[src/design/bsfd_pkg.sv]
// ----------------------------------------------------------------------------
// Byte-stuffed frame decoder package
// Framing codes, field widths and default capacity shared by the decoder.
// ----------------------------------------------------------------------------
package bsfd_pkg;

   typedef logic [7:0] byte_type;

   // Framing codes on the serial line.
   localparam byte_type SOF_CODE = 8'hf0;
   localparam byte_type EOF_CODE = 8'hf1;
   localparam byte_type ESC_CODE = 8'hf2;
   localparam byte_type ESC_OR   = 8'hf0;

   // Default message capacity in bytes (legal range 2 to 8).
   localparam int MSG_BYTES_DEFAULT = 8;

   // Result field widths.
   localparam int CLASS_W = 3;
   localparam int ID_W    = 5;
   localparam int ARGS_W  = 48;
   localparam int COUNT_W = 4;

endpackage

[src/design/byte_stuffed_frame_decoder.sv]
// ----------------------------------------------------------------------------
// Byte-stuffed frame decoder
// Rebuilds framed, escape-stuffed messages from a serial byte stream and
// reports each completed frame as one decoded result item.
// ----------------------------------------------------------------------------
//
//   Channel   Ports           Direction   Carries
//   -------   -------------   ---------   ------------------------------------
//   request   req_*           in          one received byte per item
//   response  rsp_*           out         one decoded message per closed frame
//
// The block accepts one byte per cycle while no end-of-frame byte is stalled. A
// byte is captured in an input register and decoded while it is held there;
// a result is written to the output register when its end-of-frame byte is decoded.
// Reset clears the framing state and both valid flags; no clearing pass runs.
// A full output register stalls only an end-of-frame byte; all other bytes
// keep flowing while an earlier result waits to be taken.
//
module byte_stuffed_frame_decoder #(
   parameter int MSG_BYTES = bsfd_pkg::MSG_BYTES_DEFAULT
) (
   input  logic                          clock,
   input  logic                          reset,
   // Request channel
   input  logic                          req_valid,
   output logic                          req_ready,
   input  logic [7:0]                    req_rx_byte,
   // Response channel
   output logic                          rsp_valid,
   input  logic                          rsp_ready,
   output logic [bsfd_pkg::CLASS_W-1:0]  rsp_msg_class,
   output logic [bsfd_pkg::ID_W-1:0]     rsp_node_id,
   output logic [7:0]                    rsp_opcode,
   output logic [bsfd_pkg::ARGS_W-1:0]   rsp_args,
   output logic [bsfd_pkg::COUNT_W-1:0]  rsp_byte_count,
   output logic                          rsp_too_long
);

   localparam logic [bsfd_pkg::COUNT_W-1:0] CapCount = bsfd_pkg::COUNT_W'(MSG_BYTES);

   // Input register.
   logic                         in_valid_ff;
   bsfd_pkg::byte_type           in_byte_ff;

   // Framing state.
   logic                         in_frame_ff, in_frame_in;
   logic                         esc_pending_ff, esc_pending_in;
   logic [bsfd_pkg::COUNT_W-1:0] fill_count_ff, fill_count_in;
   logic                         overflow_ff, overflow_in;
   bsfd_pkg::byte_type           msg_data_ff [MSG_BYTES];

   // Output register.
   logic                         rsp_valid_ff;
   logic [bsfd_pkg::CLASS_W-1:0] rsp_class_ff;
   logic [bsfd_pkg::ID_W-1:0]    rsp_id_ff;
   bsfd_pkg::byte_type           rsp_opcode_ff;
   logic [bsfd_pkg::ARGS_W-1:0]  rsp_args_ff;
   logic [bsfd_pkg::COUNT_W-1:0] rsp_count_ff;
   logic                         rsp_too_long_ff;

   // Decode controls.
   logic                         emit_now;
   logic                         out_free;
   logic                         advance;
   logic                         clear_buf;
   logic                         write_en;
   bsfd_pkg::byte_type           store_byte;
   logic [bsfd_pkg::ARGS_W-1:0]  args_in;

   // Handshake: only an end byte needs room in the output register.
   assign emit_now  = in_valid_ff && in_frame_ff && (in_byte_ff == bsfd_pkg::EOF_CODE);
   assign out_free  = !rsp_valid_ff || rsp_ready;
   assign advance   = in_valid_ff && (!emit_now || out_free);
   assign req_ready = !in_valid_ff || advance;

   // Input register captures each accepted byte.
   always_ff @(posedge clock) begin
      if (reset) begin
         in_valid_ff <= 1'b0;
      end else if (req_ready) begin
         in_valid_ff <= req_valid;
      end
      if (req_valid && req_ready) begin
         in_byte_ff <= req_rx_byte;
      end
   end

   // Next framing state for the byte held in the input register.
   always_comb begin
      logic store;
      store          = 1'b0;
      in_frame_in    = in_frame_ff;
      esc_pending_in = esc_pending_ff;
      fill_count_in  = fill_count_ff;
      overflow_in    = overflow_ff;
      clear_buf      = 1'b0;
      write_en       = 1'b0;
      store_byte     = in_byte_ff;
      if (advance) begin
         if (!in_frame_ff) begin
            if (in_byte_ff == bsfd_pkg::SOF_CODE) begin
               in_frame_in    = 1'b1;
               esc_pending_in = 1'b0;
               fill_count_in  = '0;
               overflow_in    = 1'b0;
               clear_buf      = 1'b1;
            end
         end else if (in_byte_ff == bsfd_pkg::EOF_CODE) begin
            esc_pending_in = 1'b0;
            in_frame_in    = 1'b0;
         end else if (esc_pending_ff) begin
            esc_pending_in = 1'b0;
            store          = 1'b1;
            store_byte     = in_byte_ff | bsfd_pkg::ESC_OR;
         end else if (in_byte_ff == bsfd_pkg::ESC_CODE) begin
            esc_pending_in = 1'b1;
         end else begin
            store = 1'b1;
         end
         // Store while room remains, otherwise note the overflow.
         if (store) begin
            if (fill_count_ff < CapCount) begin
               write_en      = 1'b1;
               fill_count_in = fill_count_ff + 1'b1;
            end else begin
               overflow_in = 1'b1;
            end
         end
      end
   end

   // Framing state registers.
   always_ff @(posedge clock) begin
      if (reset) begin
         in_frame_ff    <= 1'b0;
         esc_pending_ff <= 1'b0;
         fill_count_ff  <= '0;
         overflow_ff    <= 1'b0;
      end else begin
         in_frame_ff    <= in_frame_in;
         esc_pending_ff <= esc_pending_in;
         fill_count_ff  <= fill_count_in;
         overflow_ff    <= overflow_in;
      end
   end

   // Message buffer: cleared at frame start, one entry written per stored byte.
   always_ff @(posedge clock) begin
      for (int i = 0; i < MSG_BYTES; i++) begin
         if (clear_buf) begin
            msg_data_ff[i] <= '0;
         end else if (write_en && (fill_count_ff == bsfd_pkg::COUNT_W'(i))) begin
            msg_data_ff[i] <= store_byte;
         end
      end
   end

   // Pack argument bytes, first argument in the low byte, zero filled.
   always_comb begin
      args_in = '0;
      for (int i = 2; i < MSG_BYTES; i++) begin
         args_in[(i-2)*8 +: 8] = msg_data_ff[i];
      end
   end

   // Output register holds a result until it is taken.
   always_ff @(posedge clock) begin
      if (reset) begin
         rsp_valid_ff <= 1'b0;
      end else if (advance && emit_now) begin
         rsp_valid_ff <= 1'b1;
      end else if (rsp_ready) begin
         rsp_valid_ff <= 1'b0;
      end
      if (advance && emit_now) begin
         rsp_class_ff    <= msg_data_ff[0][7:5];
         rsp_id_ff       <= msg_data_ff[0][4:0];
         rsp_opcode_ff   <= msg_data_ff[1];
         rsp_args_ff     <= args_in;
         rsp_count_ff    <= fill_count_ff;
         rsp_too_long_ff <= overflow_ff;
      end
   end

   assign rsp_valid      = rsp_valid_ff;
   assign rsp_msg_class  = rsp_class_ff;
   assign rsp_node_id    = rsp_id_ff;
   assign rsp_opcode     = rsp_opcode_ff;
   assign rsp_args       = rsp_args_ff;
   assign rsp_byte_count = rsp_count_ff;
   assign rsp_too_long   = rsp_too_long_ff;

   // The fill count never passes the capacity.
   a_fill_bound: assert property (@(posedge clock) disable iff (reset)
      fill_count_ff <= CapCount)
      else $error("fill count beyond capacity");

   // An overflow can only be flagged once the buffer is full.
   a_overflow_full: assert property (@(posedge clock) disable iff (reset)
      overflow_ff |-> (fill_count_ff == CapCount))
      else $error("overflow flagged with room left");

   // A pending escape exists only inside a frame.
   a_escape_in_frame: assert property (@(posedge clock) disable iff (reset)
      esc_pending_ff |-> in_frame_ff)
      else $error("escape pending outside a frame");

   // A decoded end byte closes the frame and presents a result.
   a_emit_result: assert property (@(posedge clock) disable iff (reset)
      (advance && emit_now) |=> (rsp_valid_ff && !in_frame_ff && !esc_pending_ff))
      else $error("end byte did not produce a result");

endmodule
[config.mk]
export PLATFORM = sky130hd
export DESIGN_NAME = byte_stuffed_frame_decoder
export DESIGN_NICKNAME = d
export VERILOG_FILES = /design/src/design/bsfd_pkg.sv /design/src/design/byte_stuffed_frame_decoder.sv
export SDC_FILE = /design/constraint.sdc
export NUM_CORES = 1
export LEC_CHECK = 0
export BUFFER_PORTS_ARGS = -buffer_cell sky130_fd_sc_hd__buf_2
export CELL_PAD_IN_SITES_DETAIL_PLACEMENT = 1
export CELL_PAD_IN_SITES_GLOBAL_PLACEMENT = 1
export CORE_AREA = 4 4 115 117
export CTS_BUF_LIST = sky130_fd_sc_hd__clkbuf_2
export CTS_CLUSTER_SIZE = 14
export DETAILED_ROUTE_END_ITERATION = 10
export DIE_AREA = 0 0 119 121
export PLACE_DENSITY_LB_ADDON = 0.08
export REMOVE_ABC_BUFFERS = 1
export SLEW_MARGIN = 20
export SYNTH_ARGS = -nofsm -noshare
export SYNTH_HDL_FRONTEND = slang
export SYNTH_SLANG_ARGS = --single-unit
[constraint.sdc]
create_clock -name clock -period 4.55 [get_ports clock]
set_input_delay 0.6825 -clock clock [delete_from_list [all_inputs] [get_ports clock]]
set_output_delay 0.6825 -clock clock [all_outputs]
set_load 0.01 [all_outputs]
==> flow_summary_export.csv, run 1 <==
group,metric,value,unit
worst_setup_path,critPathLaunchType,"flip-flop",
power_and_ir_drop,ir_worst_vdd,0.217,mV
timing,timing.slew.headroom,0.297,
status,outcome,"finished, final reports clean",
worst_setup_path,cpPeakStageDelay,600,ps
worst_setup_path,worstPathMaxFanout,10,
layout,layout.cells.non_filler,586,
die,die_h,121,um
synthesis,yosysSeqAreaShare,0.818,
die,start_util,0.437,
drt,drt_wl_total,10200,um
layout,design_area,0.00625,sq mm
timing,finalSetupTns,0,ps
worst_setup_path,arrival,2530,ps
worst_setup_path,ff2ff_setup_slack,1590,ps
placement,dp.cells,554,
power_and_ir_drop,finalPower,2.27,mW
synthesis,async_flop_share,0,
timing,post-route-period-util,0.706,
global_route,grt_pass1_wl,15900,um
global_route,grt_pass1_vias,2886,
layout,nets,417,
timing,setup_slack,1340,ps
timing,rsz0062_at_grt,"no",
cts,post_cts_resized,0,
drt,drt_iter0_markers,196,
cts,numCtsBuffers,17,
timing,max_freq,312,MHz
die,core_area,0.0124,sq mm
cts,htree_levels,4,
synthesis,synth_top_area_share,0.784,
drt,drc,0,
layout,layout-drive-gt1-share,0.322,
placement,place_area,0.00602,sq mm
cts,clock_latency,700,ps
global_route,grt_max_degree,37,
synthesis,syn_inst,305,
synthesis,synth_cell_types,39,
placement,io_buffers,82,
placement,dp_slack,1530,ps
synthesis,synth_area_per_cell,17.7,sq um
layout,postLayoutCoreUtil,0.506,
run,maxCapViolCount,0,
placement,dp_hpwl,6810,um
worst_setup_path,path_depth,4,
die,dieArea,0.0144,sq mm
global_route,grt_usage,0.154,
worst_setup_path,critPathBufInv,1,
drt,vias,2782,
layout,num-fill-cells,1214,
worst_setup_path,crit_chain,"and4bb_1 -> nand3_1 -> or4_4 -> buf_2",
worst_hold_path,hp-class,"in -> reg",
drt,first_pass_iters,4,
global_route,grt_overflow,0,
timing,fin_crit,3210,ps
synthesis,yosys.area.top_type,"edfxtp_1",
cts,clock-sinks,150,
placement,gp_congestion,0.727,
drt,wl_per_cell,17.5,um
cts,clock-root-buffer,"clkbuf_2",
worst_setup_path,critPathCaptureType,"primary output",
drt,routed_via_density,4.75,
timing,tightest_slew,1050,ps
timing,setup_violations,0,
die,ios,83,
synthesis,ys_ff_latch,150,
global_route,antenna_found_initial,1,
die,num_rows,41,
worst_setup_path,critPathSlowestCell,"edfxtp_1",
die,dieWidth,119,um
cts,cts_hold_buf,0,
worst_setup_path,startpoint,"in_byte_ff[2]",
cts,cts_buffer_depth,2,
worst_setup_path,endpoint,"req_ready",
worst_setup_path,r2r-end,"rsp_args[28]",
power_and_ir_drop,power.leakage,2.23,nW
cts,path_clk_slew,190,ps
drt,drt.antenna.violating_nets,0,
timing,finClkSkew,22.4,ps
synthesis,yosys-top-cells-area,"edfxtp_1 (78%), and2_1 (3.8%), dfxtp_1 (3.3%)",
synthesis,synth_edf_count,141,
timing,whs,144,ps
layout,area_delta_synth_final,15.9,%
cts,cts_tree,"built",
synthesis,syn-cell-area,0.00540,sq mm
cts,postCtsSetupBuffers,0,
timing,final_hold_viol_count,0,
worst_setup_path,crit_family,"simple AND/OR/NAND/NOR gates",
synthesis,synth_ff_type,"edfxtp_1",
worst_setup_path,worstReg2RegStart,"in_byte_ff[2]",
layout,final_common_cell,"edfxtp_1",
timing,slew_violations,0,
worst_setup_path,reg2reg_depth,5,
synthesis,yosysWarnings,0,
layout,mostFrequentLayoutCells,"edfxtp_1 (141), buf_2 (82), nor2_1 (41)",
worst_setup_path,critPathKind,"reg -> out",
worst_setup_path,required,3870,ps
power_and_ir_drop,p_per_area,363,mW/mm^2
## state kept, by name, indices dropped and copies added (netlist names), 3 cells and up
name	count
rsp_node_id	5
rsp_args	48
msg_data_ff	64
rsp_opcode	8
rsp_byte_count	4
in_byte_ff	8
fill_count_ff	4
rsp_msg_class	3
## layer usage
layer	vias to the layer above	track usage	part of all wire
met5	-	0	0
met4	0	0.0746	0.019
met3	16	0.0569	0.044
met2	64	0.242	0.51
met1	1372	0.188	0.43
li1	1330	-	-
## worst min-delay path by stage
stage	start	end	slack (ps)	cells past startpoint
CTS	req_rx_byte[4]	in_byte_ff[4]	60	1
global route	req_rx_byte[4]	in_byte_ff[4]	4	1
detailed placement	msg_data_ff[1][18]	rsp_args[34]	410	0
global placement	msg_data_ff[1][19]	rsp_args[35]	400	0
finish	req_rx_byte[7]	in_byte_ff[7]	140	1
floorplan	msg_data_ff[0][16]	rsp_args[0]	400	0
## Yosys cell counts, types with 3 or more instances
| cell type | number |
|---|---|
| a21oi_1 | 5 |
| and2_1 | 33 |
| and3_4 | 8 |
| clkbuf_1 | 4 |
| dfxtp_1 | 9 |
| edfxtp_1 | 141 |
| ha_1 | 4 |
| inv_1 | 3 |
| nand2_1 | 12 |
| nand2b_1 | 5 |
| nand3_2 | 8 |
| nor2_1 | 41 |
## kinds of logic after synthesis
family                   after synthesis  share of synthesized area
AO/OA/AOI/OAI                         11                     0.0130
buffers and inverters                  9                    0.00788
adder cells (fa/ha/maj)                4                    0.00927
flip-flops                           150                      0.818
AND/OR/NAND/NOR                      128                      0.146
multiplexers                           3                    0.00580
## power breakdown
part | total [mW] | switching, mW | leakage (nW) | internal (mW)
logic | 0.0291 | 0.0205 | 0.721 | 0.00864
clock network | 0.735 | 0.431 | 0.148 | 0.304
registers | 1.51 | 0.0138 | 1.36 | 1.49
## final cells by class
cell class                 instances  area (sq um)  share of cell area
clock buffer                      20           100              0.0160
timing repair buffer              83           430              0.0688
antenna                            1          2.50            0.000400
inverter                           3          11.3             0.00180
tap                              172           215              0.0344
clock inverter                    11           133              0.0212
multi-input combinational        146           948               0.152
sequential                       150          4410               0.706
## worst reg2reg max path: stages (launching register included)
cell and delay (ps):
edfxtp_1 600, and4bb_1 360, nand3_1 170, or3_1 450
nor2b_4 770, buf_12 310
(Power assumes the default switching activity.)
==> run 2: changes to the inputs <==
--- a/config.mk
+++ b/config.mk
@@ -5,6 +5,7 @@
 export SDC_FILE = /design/constraint.sdc
 export NUM_CORES = 1
 export LEC_CHECK = 0
+export ABC_AREA = 1
 export BUFFER_PORTS_ARGS = -buffer_cell sky130_fd_sc_hd__buf_2
 export CELL_PAD_IN_SITES_DETAIL_PLACEMENT = 1
 export CELL_PAD_IN_SITES_GLOBAL_PLACEMENT = 1
==> constraint.sdc (replaced) <==
create_clock -name clock -period 3.25 [get_ports clock]
set_input_delay 0.4875 -clock clock [delete_from_list [all_inputs] [get_ports clock]]
set_output_delay 0.4875 -clock clock [all_outputs]
set_load 0.01 [all_outputs]
==> flow_summary_export.csv, run 2 <==
group,metric,value,unit
worst_hold_path,hp-class,"in -> reg",
worst_setup_path,reg2reg_depth,6,
placement,gp_congestion,0.790,
layout,area_delta_synth_final,17.6,%
cts,numCtsBuffers,17,
cts,clock-sinks,150,
synthesis,synth_top_area_share,0.791,
timing,fin_crit,2450,ps
global_route,grt_usage,0.157,
timing,final_hold_viol_count,0,
timing,finalSetupTns,0,ps
worst_hold_path,min_path_cells,3,
die,dieWidth,119,um
worst_setup_path,crit_family,"flip-flops",
worst_setup_path,critPathBufInv,2,
synthesis,syn_inst,311,
worst_setup_path,critPathCaptureType,"primary output",
global_route,grt_overflow,0,
synthesis,synthTopCellsByCount,"edfxtp_1 (141), nor2_1 (72), nand2_1 (23)",
cts,path_clk_slew,170,ps
placement,io_buffers,82,
power_and_ir_drop,ir_worst_vdd,0.198,mV
die,num_rows,41,
layout,design_area,0.00630,sq mm
worst_setup_path,critPathSlowestCell,"edfxtp_1",
cts,cts_tree,"built",
run,maxCapViolCount,0,
worst_setup_path,path_depth,5,
cts,post_cts_resized,0,
worst_setup_path,cpPeakStageDelay,450,ps
timing,tightest_slew,639,ps
drt,routed_via_density,4.59,
die,dieArea,0.0144,sq mm
synthesis,ys_ff_latch,150,
cts,htree_levels,4,
synthesis,async_flop_share,0,
timing,setup_violations,0,
layout,largest_register_ffs,64,
layout,nets,439,
timing,rsz0062_at_grt,"no",
drt,drt.antenna.violating_nets,0,
synthesis,syn-cell-area,0.00536,sq mm
power_and_ir_drop,finalPower,3.12,mW
power_and_ir_drop,power.leakage,2.37,nW
synthesis,synth_edf_count,141,
synthesis,yosys.area.top_type,"edfxtp_1",
drt,drc,0,
timing,slew_violations,0,
layout,layout-drive-gt1-share,0.332,
global_route,grt_max_degree,51,
layout,mostFrequentLayoutCells,"edfxtp_1 (141), buf_2 (82), nor2_1 (72)",
layout,postLayoutCoreUtil,0.509,
worst_setup_path,worstPathMaxFanout,10,
layout,top_register,"msg_data_ff",
placement,dp_hpwl,6860,um
die,start_util,0.433,
drt,vias,2788,
worst_setup_path,critPathKind,"reg -> out",
power_and_ir_drop,p_per_area,495,mW/mm^2
cts,cts_buffer_depth,2,
drt,wl_per_cell,16.8,um
timing,post-route-period-util,0.752,
timing,whs,174,ps
placement,place_area,0.00599,sq mm
drt,drt_wl_total,10200,um
timing,max_freq,409,MHz
layout,layout.cells.non_filler,607,
synthesis,synth_ff_type,"edfxtp_1",
timing,finClkSkew,27.0,ps
cts,clock-root-buffer,"clkbuf_2",
timing,setup_slack,805,ps
status,outcome,"finished, final reports clean",
global_route,grt_pass1_wl,16500,um
worst_setup_path,crit_chain,"inv_2 -> nand2_1 -> nor2_4 -> nand4_4 -> buf_2",
layout,num-fill-cells,1230,
synthesis,synth_cell_types,25,
placement,dp_slack,1100,ps
synthesis,yosysSeqAreaShare,0.824,
placement,dp.cells,566,
timing,timing.slew.headroom,0.574,
worst_setup_path,required,2760,ps
synthesis,synth_area_per_cell,17.2,sq um
die,ios,83,
synthesis,yosysWarnings,0,
drt,drt_iter0_markers,126,
synthesis,yosys-top-cells-area,"edfxtp_1 (79%), nor2_1 (5.0%), dfxtp_1 (3.4%)",
global_route,grt_pass1_vias,2954,
worst_setup_path,arrival,1960,ps
die,core_area,0.0124,sq mm
synthesis,yosysMostFrequentCell,"edfxtp_1",
worst_setup_path,critPathLaunchType,"flip-flop",
layout,final_common_cell,"edfxtp_1",
global_route,antenna_found_initial,1,
drt,first_pass_iters,4,
cts,clock_latency,710,ps
die,die_h,121,um
-- run 2: changes by cell type after synthesis, moves of 3 or more --
cell      previous run  this run
and2_1              33         0
and3_4               8         0
clkbuf_1             4         0
inv_1                3        10
inv_2                0         4
nand2_1             12        23
nand2_2              1         4
nand2b_1             5         0
nand3_2              8         1
nand3_4              0         8
nor2_1              41        72
nor2_4               0         6
nor3_1               0         3
o21ai_0              1         4
-- run 2: path summary, 6_finish.rpt --
check                          start       endpoint  slack (ps)
setup reg to reg       in_byte_ff[1]   rsp_args[38]        1090
setup / recovery       in_byte_ff[1]      req_ready         800
hold reg to reg   msg_data_ff[0][15]  rsp_opcode[7]         430
hold / removal             rsp_ready      rsp_valid         170
-- run 2: worst reg2reg max path, stage by stage (launching register included) --
cell and delay (ps):
edfxtp_1 450, inv_2 200, nand2_1 130, nor2_4 180
nand2_4 100, nor3_2 170, buf_4 550
-- run 2: cell type report --
type | instances | area [sq um] | area share
clock buffer | 19 | 95.1 | 0.0151
clock inverter | 11 | 110 | 0.0175
tap | 172 | 215 | 0.0342
inverter | 15 | 56.3 | 0.00894
sequential | 150 | 4410 | 0.701
multi-input combinational | 145 | 878 | 0.139
antenna | 1 | 2.50 | 0.000397
timing repair buffer | 94 | 526 | 0.0834
-- run 2: per-layer routing --
metal  track usage  wire length, um
met5             0                0
met4        0.0695              185
met3        0.0490              457
met2         0.254             5200
met1         0.194             4360
-- run 2: repair_timing --
item / CTS / global route
buffers inserted: 0 / 0
hold buffers: 10 / 0
endpoints found under the hold margin: 14 / 0
-- run 2: kinds of logic after synthesis --
family / Yosys count / synth area share
flops: 150 / 0.824
compound gates: 14 / 0.0147
simple gates: 127 / 0.139
fa+ha+maj: 4 / 0.00935
buf+inv: 16 / 0.0126
-- run 2: report_power, final --
| group | total [mW] | switching (mW) | internal, mW |
|---|---|---|---|
| combinational | 0.0715 | 0.0497 | 0.0217 |
| sequential | 2.10 | 0.00782 | 2.09 |
| clock | 0.949 | 0.609 | 0.340 |
==> run 3: changes to the inputs <==
--- a/config.mk
+++ b/config.mk
@@ -9,11 +9,11 @@
 export BUFFER_PORTS_ARGS = -buffer_cell sky130_fd_sc_hd__buf_2
 export CELL_PAD_IN_SITES_DETAIL_PLACEMENT = 1
 export CELL_PAD_IN_SITES_GLOBAL_PLACEMENT = 1
-export CORE_AREA = 4 4 115 117
+export CORE_AREA = 4 4 116 118
 export CTS_BUF_LIST = sky130_fd_sc_hd__clkbuf_2
 export CTS_CLUSTER_SIZE = 14
 export DETAILED_ROUTE_END_ITERATION = 10
-export DIE_AREA = 0 0 119 121
+export DIE_AREA = 0 0 120 122
 export PLACE_DENSITY_LB_ADDON = 0.08
 export REMOVE_ABC_BUFFERS = 1
 export SLEW_MARGIN = 20
==> constraint.sdc (replaced) <==
create_clock -name clock -period 2.05 [get_ports clock]
set_input_delay 0.3075 -clock clock [delete_from_list [all_inputs] [get_ports clock]]
set_output_delay 0.3075 -clock clock [all_outputs]
set_load 0.01 [all_outputs]
==> flow_summary_export.csv, run 3 (synthesis results as in run 2) <==
group,metric,value,unit
global_route,grt_pass1_vias,3028,
power_and_ir_drop,pwr-share-comb,0.030,
worst_setup_path,critPathLaunchType,"flip-flop",
die,start_util,0.430,
worst_setup_path,arrival,2420,ps
cts,cts_tree,"built",
drt,drt_wl_total,10700,um
drt,drc,0,
layout,largest_register_ffs,64,
run,maxCapViolCount,0,
timing,max_freq,499,MHz
layout,layout.cells.non_filler,639,
placement,place_area,0.00612,sq mm
timing,finalSetupTns,0,ps
power_and_ir_drop,seq_power_share,0.654,
die,num_rows,41,
timing,finClkSkew,24.0,ps
drt,drt.antenna.violating_nets,0,
worst_setup_path,critPathSlowestCell,"edfxtp_1",
layout,nets,469,
layout,area_delta_synth_final,23.8,%
timing,rsz0062_at_grt,"yes",
worst_hold_path,hp-class,"in -> reg",
cts,clock-root-buffer,"clkbuf_2",
placement,gp_congestion,0.786,
worst_setup_path,cpPeakStageDelay,450,ps
power_and_ir_drop,switching_share,0.244,
global_route,grt_overflow,0,
die,dieWidth,120,um
drt,drt_iter0_markers,136,
power_and_ir_drop,p_per_area,767,mW/mm^2
timing,setup_violations,0,
worst_setup_path,critPathCaptureType,"flip-flop",
timing,fin_crit,2000,ps
global_route,grt_usage,0.158,
worst_setup_path,required,2470,ps
die,core_area,0.0125,sq mm
power_and_ir_drop,ir_worst_vdd,0.278,mV
drt,vias,2908,
worst_setup_path,critPathKind,"reg -> reg",
cts,clock-sinks,150,
power_and_ir_drop,power.leakage,2.58,nW
cts,path_clk_slew,220,ps
drt,wl_per_cell,16.8,um
timing,timing.slew.headroom,0.607,
die,ios,83,
drt,first_pass_iters,4,
layout,top_register,"msg_data_ff",
power_and_ir_drop,clkPwrFrac,0.316,
power_and_ir_drop,finalPower,5.08,mW
cts,cts_buffer_depth,2,
layout,design_area,0.00663,sq mm
timing,final_hold_viol_count,0,
global_route,grt_max_degree,41,
placement,dp.cells,580,
worst_setup_path,critPathBufInv,2,
placement,dp_hpwl,7100,um
global_route,antenna_found_initial,1,
worst_setup_path,crit_family,"simple AND/OR/NAND/NOR gates",
worst_setup_path,path_common_cell,"buf_4",
layout,layout-drive-gt1-share,0.403,
global_route,grt_pass1_wl,17000,um
cts,numCtsBuffers,17,
power_and_ir_drop,p_int,3.84,mW
status,outcome,"finished, final reports clean",
worst_setup_path,crit_chain,"buf_4 -> buf_4 -> nor3_1 -> nand3_1 -> or2_4 -> nand2_2",
die,die_h,122,um
cts,clock_latency,710,ps
worst_setup_path,worstPathMaxFanout,11,
power_and_ir_drop,netSwitchingPower,1.24,mW
die,dieArea,0.0146,sq mm
placement,io_buffers,82,
timing,tightest_slew,590,ps
timing,slew_violations,0,
cts,htree_levels,4,
timing,post-route-period-util,0.978,
drt,routed_via_density,4.55,
layout,final_common_cell,"edfxtp_1",
layout,mostFrequentLayoutCells,"edfxtp_1 (141), buf_2 (81), nor2_1 (71)",
## run 3: power by group through the flow
| stage | registers, mW | clock network (mW) | logic, mW |
|---|---|---|---|
| finish | 3.33 | 1.61 | 0.150 |
| global route | 3.33 | 1.81 | 0.164 |
| CTS | 3.33 | 1.67 | 0.148 |
| detailed placement | 3.39 | 0 | 0.119 |
| floorplan | 3.39 | 0 | 0.0539 |
| global placement | 3.39 | 0 | 0.119 |
## run 3: final cells by class
class                           count  area (sq um)
Fill cell                        1253          5840
Sequential cell                   150          4410
Multi-Input combinational cell    145           911
Timing Repair Buffer              124           800
Tap cell                          172           215
Clock inverter                     15           146
Clock buffer                       17          85.1
Inverter                           15          56.3
Antenna cell                        1          2.50
## run 3: worst paths after layout
kind                                   startpoint                 end  slack [ps]  depth (start not counted)
worst max-delay path                in_byte_ff[1]  msg_data_ff[1][28]          50                          6
worst min-delay path               req_rx_byte[6]       in_byte_ff[6]         310                          2
worst max register to register      in_byte_ff[1]  msg_data_ff[1][28]          50                          6
worst min register to register  msg_data_ff[1][2]        rsp_args[18]         450                          0
## run 3: metal layers
layer | vias up | share of wire | GRT usage
met5 | - | 0 | 0
met3 | 16 | 0.051 | 0.0506
met1 | 1417 | 0.43 | 0.200
met4 | 0 | 0.016 | 0.0587
li1 | 1396 | - | -
met2 | 79 | 0.50 | 0.257
## run 3: what timing repair did
action,CTS,global route
setup buffers,5,9
setup endpoints to repair,1,74
pin swaps,4,0
hold buffers,12,0
resized for setup,12,1
endpoints found under the hold margin,17,0
## run 3: stage by stage
step,util,worst slack (ps),hold WS (ps)
after floorplan,-,-4130,370
after global placement,0.491,143,402
after detailed placement,0.491,62.0,406
after CTS,0.525,-44.8,201
after global routing,0.532,-106,177
final,0.532,45.5,306
